[config.mk]
export PLATFORM = sky130hd
export DESIGN_NAME = uri_path_normalizer_unit
export DESIGN_NICKNAME = d
export VERILOG_FILES = /design/src/design/upn_pkg.sv /design/src/design/uri_path_normalizer_unit.sv /design/src/design/upn_core.sv /design/src/design/upn_fifo.sv
export SDC_FILE = /design/constraint.sdc
export NUM_CORES = 1
export LEC_CHECK = 0
export BUFFER_PORTS_ARGS = -buffer_cell sky130_fd_sc_hd__buf_2
export CAP_MARGIN = 20
export CELL_PAD_IN_SITES_DETAIL_PLACEMENT = 1
export CELL_PAD_IN_SITES_GLOBAL_PLACEMENT = 1
export CORE_MARGIN = 3
export CORE_UTILIZATION = 53
export DETAILED_ROUTE_END_ITERATION = 12
export GPL_TIMING_DRIVEN = 0
export PLACE_DENSITY_LB_ADDON = 0.1
export SLEW_MARGIN = 20
export SYNTH_ARGS = -nofsm -noshare
export SYNTH_HDL_FRONTEND = slang
export SYNTH_SLANG_ARGS = --single-unit
[constraint.sdc]
create_clock -name clk -period 9.3 [get_ports clk]
set_input_delay 0.465 -clock clk [delete_from_list [all_inputs] [get_ports clk]]
set_output_delay 0.465 -clock clk [all_outputs]
set_load 0.1 [all_outputs]
[src/design/upn_pkg.sv]
// shared types, constants and helpers for the uri path normalizer
package upn_pkg;

  localparam int CH_W      = 8;
  localparam int CAP_W     = 13;
  localparam int LEN_W     = 12;
  localparam int KIND_W    = 2;
  localparam int TDATA_OUT_W = 24;

  localparam logic [CAP_W-1:0] CAP_RESET = 13'd513;

  localparam int FIFO_DEPTH = 8;
  localparam int FIFO_PTR_W = $clog2(FIFO_DEPTH);
  localparam int FIFO_CNT_W = $clog2(FIFO_DEPTH + 1);

  localparam logic [KIND_W-1:0] KIND_BYTE   = 2'd0;
  localparam logic [KIND_W-1:0] KIND_ACCEPT = 2'd1;
  localparam logic [KIND_W-1:0] KIND_REJECT = 2'd2;

  localparam logic [CH_W-1:0] CH_END      = 8'h00;
  localparam logic [CH_W-1:0] CH_QUESTION = 8'h3F;
  localparam logic [CH_W-1:0] CH_HASH     = 8'h23;
  localparam logic [CH_W-1:0] CH_PERCENT  = 8'h25;
  localparam logic [CH_W-1:0] CH_SLASH    = 8'h2F;
  localparam logic [CH_W-1:0] CH_DOT      = 8'h2E;

  typedef enum logic [2:0] {
    MODE_NORMAL,
    MODE_ESC_HI,
    MODE_ESC_LO,
    MODE_SKIP,
    MODE_DRAIN
  } mode_t;

  typedef struct packed {
    logic [KIND_W-1:0] kind;
    logic [CH_W-1:0]   path_byte;
    logic [LEN_W-1:0]  path_length;
    logic              last;
  } result_t;

  typedef struct packed {
    logic [1:0] n;
    result_t    r0;
    result_t    r1;
  } push_t;

  // {valid, nibble}
  function automatic logic [4:0] hex_nibble(input logic [CH_W-1:0] b);
    logic [4:0] res;
    res = 5'd0;
    if (b >= 8'h30 && b <= 8'h39) begin
      res = {1'b1, 4'(b - 8'h30)};
    end else if (b >= 8'h61 && b <= 8'h66) begin
      res = {1'b1, 4'(b - 8'h57)};
    end else if (b >= 8'h41 && b <= 8'h46) begin
      res = {1'b1, 4'(b - 8'h37)};
    end
    return res;
  endfunction

endpackage

[src/design/uri_path_normalizer_unit.sv]
// uri path normalizer top level
//
// Raw URI bytes come in on the s_ stream, one byte per item; a zero byte
// ends a URI. Decoded path bytes and one end item per URI (accepted or
// rejected, with the path length) leave on the m_ stream; m_tlast marks the
// end item and m_tuser gives its kind. The out_capacity register must be written
// through cfg_we/cfg_wdata only while the stream is idle; the block does not enforce this.
// An item accepted into the input register is parsed from it in the next cycle;
// its results are written into the result queue and then show on m_tvalid.
// Throughput: one input item per cycle while s_tready is high; the parse stage produces up to two
// results per item into an eight-entry result queue that drains one per cycle while m_tready is high.
// Only the end byte of a URI with an empty path yields two results.
// s_tready drops when the queue could not take two more results for both the
// item in the parse stage and a new one; a stalled receiver therefore backs
// up into the input side and nothing is dropped.
// Reset clears the parse state, empties the queue and sets out_capacity to
// 513; s_tready is high in the first cycle after reset.
module uri_path_normalizer_unit #(
  parameter int MAX_CAPACITY = 4096
) (
  input  logic                               clk,
  input  logic                               rst,
  input  logic                               s_tvalid,
  output logic                               s_tready,
  input  logic [upn_pkg::CH_W-1:0]           s_tdata,   // ch
  output logic                               m_tvalid,
  input  logic                               m_tready,
  output logic [upn_pkg::TDATA_OUT_W-1:0]    m_tdata,   // path_byte, path_length, pad
  output logic [upn_pkg::KIND_W-1:0]         m_tuser,   // kind
  output logic                               m_tlast,
  input  logic                               cfg_we,
  input  logic [upn_pkg::CAP_W-1:0]          cfg_wdata
);

  upn_pkg::push_t                  push;
  upn_pkg::result_t                head;
  logic                            busy;
  logic                            in_take;
  logic [upn_pkg::FIFO_CNT_W-1:0]  count;
  logic [upn_pkg::FIFO_CNT_W:0]    committed;

  assign committed = {1'b0, count} + {{(upn_pkg::FIFO_CNT_W - 1){1'b0}}, busy, 1'b0};
  assign s_tready  = (committed <= (upn_pkg::FIFO_CNT_W + 1)'(upn_pkg::FIFO_DEPTH - 2));
  assign in_take   = s_tvalid && s_tready;

  upn_core #(
    .MAX_CAPACITY (MAX_CAPACITY)
  ) u_core (
    .clk       (clk),
    .rst       (rst),
    .in_take   (in_take),
    .in_ch     (s_tdata),
    .cfg_we    (cfg_we),
    .cfg_wdata (cfg_wdata),
    .busy      (busy),
    .push      (push)
  );

  upn_fifo u_fifo (
    .clk       (clk),
    .rst       (rst),
    .push      (push),
    .pop       (m_tvalid && m_tready),
    .not_empty (m_tvalid),
    .head      (head),
    .count     (count)
  );

  assign m_tdata = {4'd0, head.path_length, head.path_byte};
  assign m_tuser = head.kind;
  assign m_tlast = head.last;

endmodule

[src/design/upn_core.sv]
// input register, parse state and per-item result logic
module upn_core #(
  parameter int MAX_CAPACITY = 4096
) (
  input  logic                         clk,
  input  logic                         rst,
  input  logic                         in_take,
  input  logic [upn_pkg::CH_W-1:0]     in_ch,
  input  logic                         cfg_we,
  input  logic [upn_pkg::CAP_W-1:0]    cfg_wdata,
  output logic                         busy,
  output upn_pkg::push_t               push
);

  localparam int CNT_W = $clog2(MAX_CAPACITY);
  localparam int CMP_W = ((CNT_W > upn_pkg::CAP_W) ? CNT_W : upn_pkg::CAP_W) + 2;

  logic                        valid_q;
  logic [upn_pkg::CH_W-1:0]    ch_q;
  logic [upn_pkg::CAP_W-1:0]   out_capacity;

  upn_pkg::mode_t              mode, mode_next;
  logic [3:0]                  high_nibble, high_nibble_next;
  logic [CNT_W-1:0]            out_count, out_count_next;
  logic [upn_pkg::CH_W-1:0]    last_out_byte, last_out_byte_next;
  logic [1:0]                  segment_length, segment_length_next;

  logic [CMP_W-1:0]            cap_u;
  logic [4:0]                  hx;
  logic                        do_take;
  logic [upn_pkg::CH_W-1:0]    take_c;
  logic [upn_pkg::LEN_W-1:0]   len_now;
  upn_pkg::push_t              res;

  assign busy = valid_q;
  assign hx = upn_pkg::hex_nibble(ch_q);
  assign len_now = upn_pkg::LEN_W'(out_count);
  assign cap_u = (CMP_W'(out_capacity) > CMP_W'(MAX_CAPACITY)) ?
                 CMP_W'(MAX_CAPACITY) : CMP_W'(out_capacity);

  always_ff @(posedge clk) begin
    if (rst) begin
      valid_q        <= 1'b0;
      out_capacity   <= upn_pkg::CAP_RESET;
      mode           <= upn_pkg::MODE_NORMAL;
      high_nibble    <= '0;
      out_count      <= '0;
      last_out_byte  <= '0;
      segment_length <= '0;
    end else begin
      valid_q <= in_take;
      if (cfg_we) begin
        out_capacity <= cfg_wdata;
      end
      if (valid_q) begin
        mode           <= mode_next;
        high_nibble    <= high_nibble_next;
        out_count      <= out_count_next;
        last_out_byte  <= last_out_byte_next;
        segment_length <= segment_length_next;
      end
    end
  end

  always_ff @(posedge clk) begin
    if (in_take) begin
      ch_q <= in_ch;
    end
  end

  always_comb begin
    mode_next           = mode;
    high_nibble_next    = high_nibble;
    out_count_next      = out_count;
    last_out_byte_next  = last_out_byte;
    segment_length_next = segment_length;
    do_take             = 1'b0;
    take_c              = ch_q;
    res                 = '0;

    case (mode)
      upn_pkg::MODE_ESC_HI, upn_pkg::MODE_ESC_LO: begin
        if (ch_q == upn_pkg::CH_END) begin
          res.n  = 2'd1;
          res.r0 = '{upn_pkg::KIND_REJECT, 8'd0, len_now, 1'b1};
        end else if (!hx[4]) begin
          mode_next = upn_pkg::MODE_DRAIN;
        end else if (mode == upn_pkg::MODE_ESC_HI) begin
          high_nibble_next = hx[3:0];
          mode_next        = upn_pkg::MODE_ESC_LO;
        end else begin
          mode_next = upn_pkg::MODE_NORMAL;
          do_take   = 1'b1;
          take_c    = {high_nibble, hx[3:0]};
        end
      end
      upn_pkg::MODE_DRAIN: begin
        if (ch_q == upn_pkg::CH_END) begin
          res.n  = 2'd1;
          res.r0 = '{upn_pkg::KIND_REJECT, 8'd0, len_now, 1'b1};
        end
      end
      default: begin
        if (ch_q == upn_pkg::CH_END) begin
          if (out_count != '0) begin
            res.n  = 2'd1;
            res.r0 = '{upn_pkg::KIND_ACCEPT, 8'd0, len_now, 1'b1};
          end else if (cap_u < CMP_W'(2)) begin
            res.n  = 2'd1;
            res.r0 = '{upn_pkg::KIND_REJECT, 8'd0, len_now, 1'b1};
          end else begin
            res.n  = 2'd2;
            res.r0 = '{upn_pkg::KIND_BYTE, upn_pkg::CH_SLASH,
                       upn_pkg::LEN_W'(1), 1'b0};
            res.r1 = '{upn_pkg::KIND_ACCEPT, 8'd0, upn_pkg::LEN_W'(1), 1'b1};
          end
        end else if (mode == upn_pkg::MODE_SKIP) begin
          mode_next = upn_pkg::MODE_SKIP;
        end else if (ch_q == upn_pkg::CH_QUESTION || ch_q == upn_pkg::CH_HASH) begin
          mode_next = upn_pkg::MODE_SKIP;
        end else if (ch_q == upn_pkg::CH_PERCENT) begin
          mode_next = upn_pkg::MODE_ESC_HI;
        end else begin
          do_take = 1'b1;
        end
      end
    endcase

    if (do_take) begin
      if (CMP_W'(out_count) + CMP_W'(1) >= cap_u) begin
        mode_next = upn_pkg::MODE_DRAIN;
      end else if (take_c == upn_pkg::CH_SLASH &&
                   out_count != '0 && last_out_byte == upn_pkg::CH_SLASH) begin
        mode_next = mode_next;
      end else if (take_c != upn_pkg::CH_SLASH && segment_length == 2'd1 &&
                   last_out_byte == upn_pkg::CH_DOT && take_c == upn_pkg::CH_DOT) begin
        mode_next = upn_pkg::MODE_DRAIN;
      end else begin
        if (take_c == upn_pkg::CH_SLASH) begin
          segment_length_next = 2'd0;
        end else if (segment_length < 2'd2) begin
          segment_length_next = segment_length + 2'd1;
        end
        out_count_next     = out_count + CNT_W'(1);
        last_out_byte_next = take_c;
        res.n  = 2'd1;
        res.r0 = '{upn_pkg::KIND_BYTE, take_c,
                   upn_pkg::LEN_W'(out_count + CNT_W'(1)), 1'b0};
      end
    end

    // an end result returns the uri state to its reset values
    if (res.n != 2'd0 && ((res.n == 2'd1) ? res.r0.last : res.r1.last)) begin
      mode_next           = upn_pkg::MODE_NORMAL;
      high_nibble_next    = '0;
      out_count_next      = '0;
      last_out_byte_next  = '0;
      segment_length_next = '0;
    end
  end

  always_comb begin
    push = res;
    if (!valid_q) begin
      push.n = 2'd0;
    end
  end

endmodule

[src/design/upn_fifo.sv]
// result queue taking up to two items per cycle and giving one per cycle when popped
module upn_fifo (
  input  logic                            clk,
  input  logic                            rst,
  input  upn_pkg::push_t                  push,
  input  logic                            pop,
  output logic                            not_empty,
  output upn_pkg::result_t                head,
  output logic [upn_pkg::FIFO_CNT_W-1:0]  count
);

  upn_pkg::result_t                 mem [upn_pkg::FIFO_DEPTH];
  logic [upn_pkg::FIFO_PTR_W-1:0]   wr_ptr, rd_ptr;
  logic [upn_pkg::FIFO_PTR_W-1:0]   wr_ptr_1;

  assign wr_ptr_1  = wr_ptr + upn_pkg::FIFO_PTR_W'(1);
  assign not_empty = (count != '0);
  assign head      = mem[rd_ptr];

  always_ff @(posedge clk) begin
    if (rst) begin
      wr_ptr <= '0;
      rd_ptr <= '0;
      count  <= '0;
    end else begin
      wr_ptr <= wr_ptr + upn_pkg::FIFO_PTR_W'(push.n);
      if (pop) begin
        rd_ptr <= rd_ptr + upn_pkg::FIFO_PTR_W'(1);
      end
      count <= count + upn_pkg::FIFO_CNT_W'(push.n) - upn_pkg::FIFO_CNT_W'(pop);
    end
  end

  always_ff @(posedge clk) begin
    if (push.n != 2'd0) begin
      mem[wr_ptr] <= push.r0;
    end
    if (push.n == 2'd2) begin
      mem[wr_ptr_1] <= push.r1;
    end
  end

endmodule

==> results.toml <==
[cells_and_area]
register_area_um2 = 5285
final_nets = 1442
antenna_cells = 0
area_delta_synth_final_pct = 12.00
drive_gt1_frac = 0.1951
utilization = 0.6069
instances_no_fill = 1718
multiInputGateArea_um2 = 6845
fillers = 2694

[yosys]
ys_seq_area_frac = 0.4143
synthCells = 1301
synth_top_area_frac = 0.3390
ys.flop_type = "dfxtp_1"
yosysTopAreaCell = "dfxtp_1"
ys_async_sr_fraction = 0
synth_cell_type_count = 84
ys_seq_elements = 248
syn_area_um2 = 12760
yosysWarningCount = 0
syn_avg_cell_area_um2 = 9.806
synth_edf_count = 32
synth_top_cells_by_count = "216 x dfxtp_1, 184 x a21oi_1, 130 x a211oi_1"
ys_top_cells_by_area = "dfxtp_1 34%, mux4_2 8.1%, a211oi_1 7.7%, edfxtp_1 7.5%, a21oi_1 7.2%"
synth_most_common_cell = "dfxtp_1"

[pwr]
ir_worst_vdd_v = 0.0002294
cellPowerDensity_nw_per_um2 = 290.8
finalPower_uw = 4155
leakagePower_uw = 0.005104
comb_power_share = 0.410
netSwitchingFraction = 0.4270
p_clk_frac = 0.258
p_int_uw = 2381
p_switching_uw = 1774
seq_power_share = 0.332

[sta]
max_slew_margin = 0.3475
finalCritPeriodShare = 0.6500
fmax_mhz = 165.4
worst_pin_slew_ps = 978.7
setup_viol = 0
finalSetupTns_ps = 0
finalHoldViolations = 0
fin_skew_ps = 12.24
finalMaxSlewViolations = 0
rsz0062_at_grt = "no"
fin_crit_ps = 6045
whs_ps = 98.89

[die]
dieWidth_um = 161.1
die_height_um = 161.1
die-area_um2 = 25970
io_pins = 55
start_util = 0.5419
coreArea_um2 = 23540
rows = 56

[worst_setup_path]
worst-path-buf-inv = 4
end_kind = "register"
start_kind = "register"
r2r_end = "u_fifo.count[1]$_SDFF_PP0_"
arrival_ps = 6450
critPathTopFamily = "simple AND/OR/NAND/NOR gates"
max_stage_delay_ps = 730
r2r_start = "u_core.len_now[2]$_SDFFE_PP0P_"
crit_chain = "clkbuf_1 -> and3_1 -> and3_1 -> clkbuf_1 -> nand2_1 -> or3_1 -> xnor2_1 -> ha_1 -> nor4_1 -> o21ai_0 -> a221oi_1 -> o211ai_2 -> a21oi_2 -> buf_4 -> buf_4 -> nor2_1 -> nor2_1 -> ha_1 -> fa_1 -> nor2b_1"
path_max_fanout = 10
worstPathRequired_ps = 9710
ff2ff_setup_slack_ps = 3260
crit_type = "register to register"
r2r.worst_path.cells = 20
cp_slowest_cell = "a221oi_1"

[route]
drt_iter0_drc = 854
wl_per_cell_um = 24.31
via_per_inst = 6.440
drc_errors = 0
wirelength_um = 41760
ant_nets = 0
num_vias = 11064
first_pass_iters = 5

[outcome]
status = "finished, final reports clean"

[clock_tree]
htreeDepth = 1
postCtsHoldBufs = 0
tritoncts = "done"
cts.path.max_buffers = 3
cts_setup_buffers = 0
clock_sinks = 248
path_clk_slew_ps = 60
post_cts_resized = 0
insertion_delay_ps = 540
cts_made_buffers = 28
root_buffer = "clkbuf_16"

[worst_hold_path]
hold_end = "u_core.ch_q[4]$_DFFE_PP_"
hold_path.class = "input port to register"
hold_depth = 1
min-delay-start = "s_tdata[4]"

[place]
placed_cells = 1672
globalplace.congestion = 0.8991
port_buffers = 49
dpl.hpwl_um = 30720

[global_route]
grt_pass1_vias = 11679
grt_usage = 0.3236
grt_max_degree = 14
grt_pass1_wl_um = 66900
antenna_found_initial = 0
overflow = 0

[job]
cap_violations = 0
registers in the layout (all words and copies together), names as in the netlist, named ones only:
signal                 flops
u_fifo.count               4
u_fifo.mem               184
u_core.ch_q                8
u_core.segment_length      2
u_fifo.wr_ptr              3
u_core.busy                1
u_core.mode                3
u_core.last_out_byte       8
u_core.high_nibble         4
u_core.len_now            12
u_fifo.rd_ptr              3
u_core.out_capacity       13
cell type report:
type | count | area share
flip-flops and latches | 248 | 0.3699
clock buffers | 38 | 0.05675
multi-input cells | 921 | 0.4791
well taps | 319 | 0.02794
repair buffers | 49 | 0.01716
inverters | 24 | 0.006480
plain buffers | 111 | 0.03818
clock inverters | 8 | 0.004466
worst max-delay path by stage:
stage,start,endpoint,cells past startpoint
floorplan,u_core.len_now[2]$_SDFFE_PP0P_,u_fifo.count[1]$_SDFF_PP0_,20
global placement,u_core.len_now[2]$_SDFFE_PP0P_,u_fifo.wr_ptr[1]$_SDFF_PP0_,20
detailed placement,u_core.len_now[2]$_SDFFE_PP0P_,u_fifo.count[1]$_SDFF_PP0_,20
CTS,u_core.len_now[2]$_SDFFE_PP0P_,u_fifo.count[1]$_SDFF_PP0_,20
global route,u_core.len_now[2]$_SDFFE_PP0P_,u_fifo.count[1]$_SDFF_PP0_,20
finish,u_core.len_now[2]$_SDFFE_PP0P_,u_fifo.count[1]$_SDFF_PP0_,20
cell usage in the layout, fill, tap and decap left out, drive strengths merged, types with 17 or more instances in the layout:
master,instances
ha,31
edfxtp,32
mux4,46
clkbuf,93
mux2,25
nand3,43
nand2,76
buf,105
dfxtp,216
nor2,75
inv,24
nor3,17
mux2i,19
o21ai,73
a211oi,135
a21oi,191
layer usage:
| metal | vias to the layer above | wire [µm] | share of wire | global-route usage |
|---|---|---|---|---|
| li1 | 5097 | - | - | - |
| met1 | 5600 | 17840 | 0.43 | 0.4202 |
| met2 | 289 | 20600 | 0.49 | 0.5597 |
| met3 | 78 | 2053 | 0.049 | 0.04463 |
| met4 | 0 | 1273 | 0.030 | 0.1079 |
| met5 | - | 0 | 0 | 0 |
cells by family after synthesis:
| logic type | after synthesis | synth area share |
|---|---|---|
| AO/OA/AOI/OAI | 465 | 0.2386 |
| AND/OR/NAND/NOR | 312 | 0.1334 |
| flip-flops | 248 | 0.4143 |
| buffers and inverters | 135 | 0.05002 |
| multiplexers | 90 | 0.1182 |
| adder cells (fa/ha/maj) | 33 | 0.03354 |
| XOR/XNOR | 17 | 0.01167 |
| other | 1 | 0.0002940 |
through the flow:
step	area (µm²)	setup slack [ps]
floorplan	12770	4676
global placement	13410	3522
detailed placement	13410	3401
CTS	14290	3355
global route	14290	2872
finish	14290	3255
power groups by stage:
stage	Sequential [µW]	Combinational, µW	Clock [µW]
2_1_floorplan	1350	1350	0
3_3_place_gp	1380	1650	0
3_5_place_dp	1390	1690	0
4_1_cts	1370	1700	1080
5_1_grt	1390	1810	1120
6_report	1380	1700	1070
Note: power is estimated with default switching activity, not from simulation.
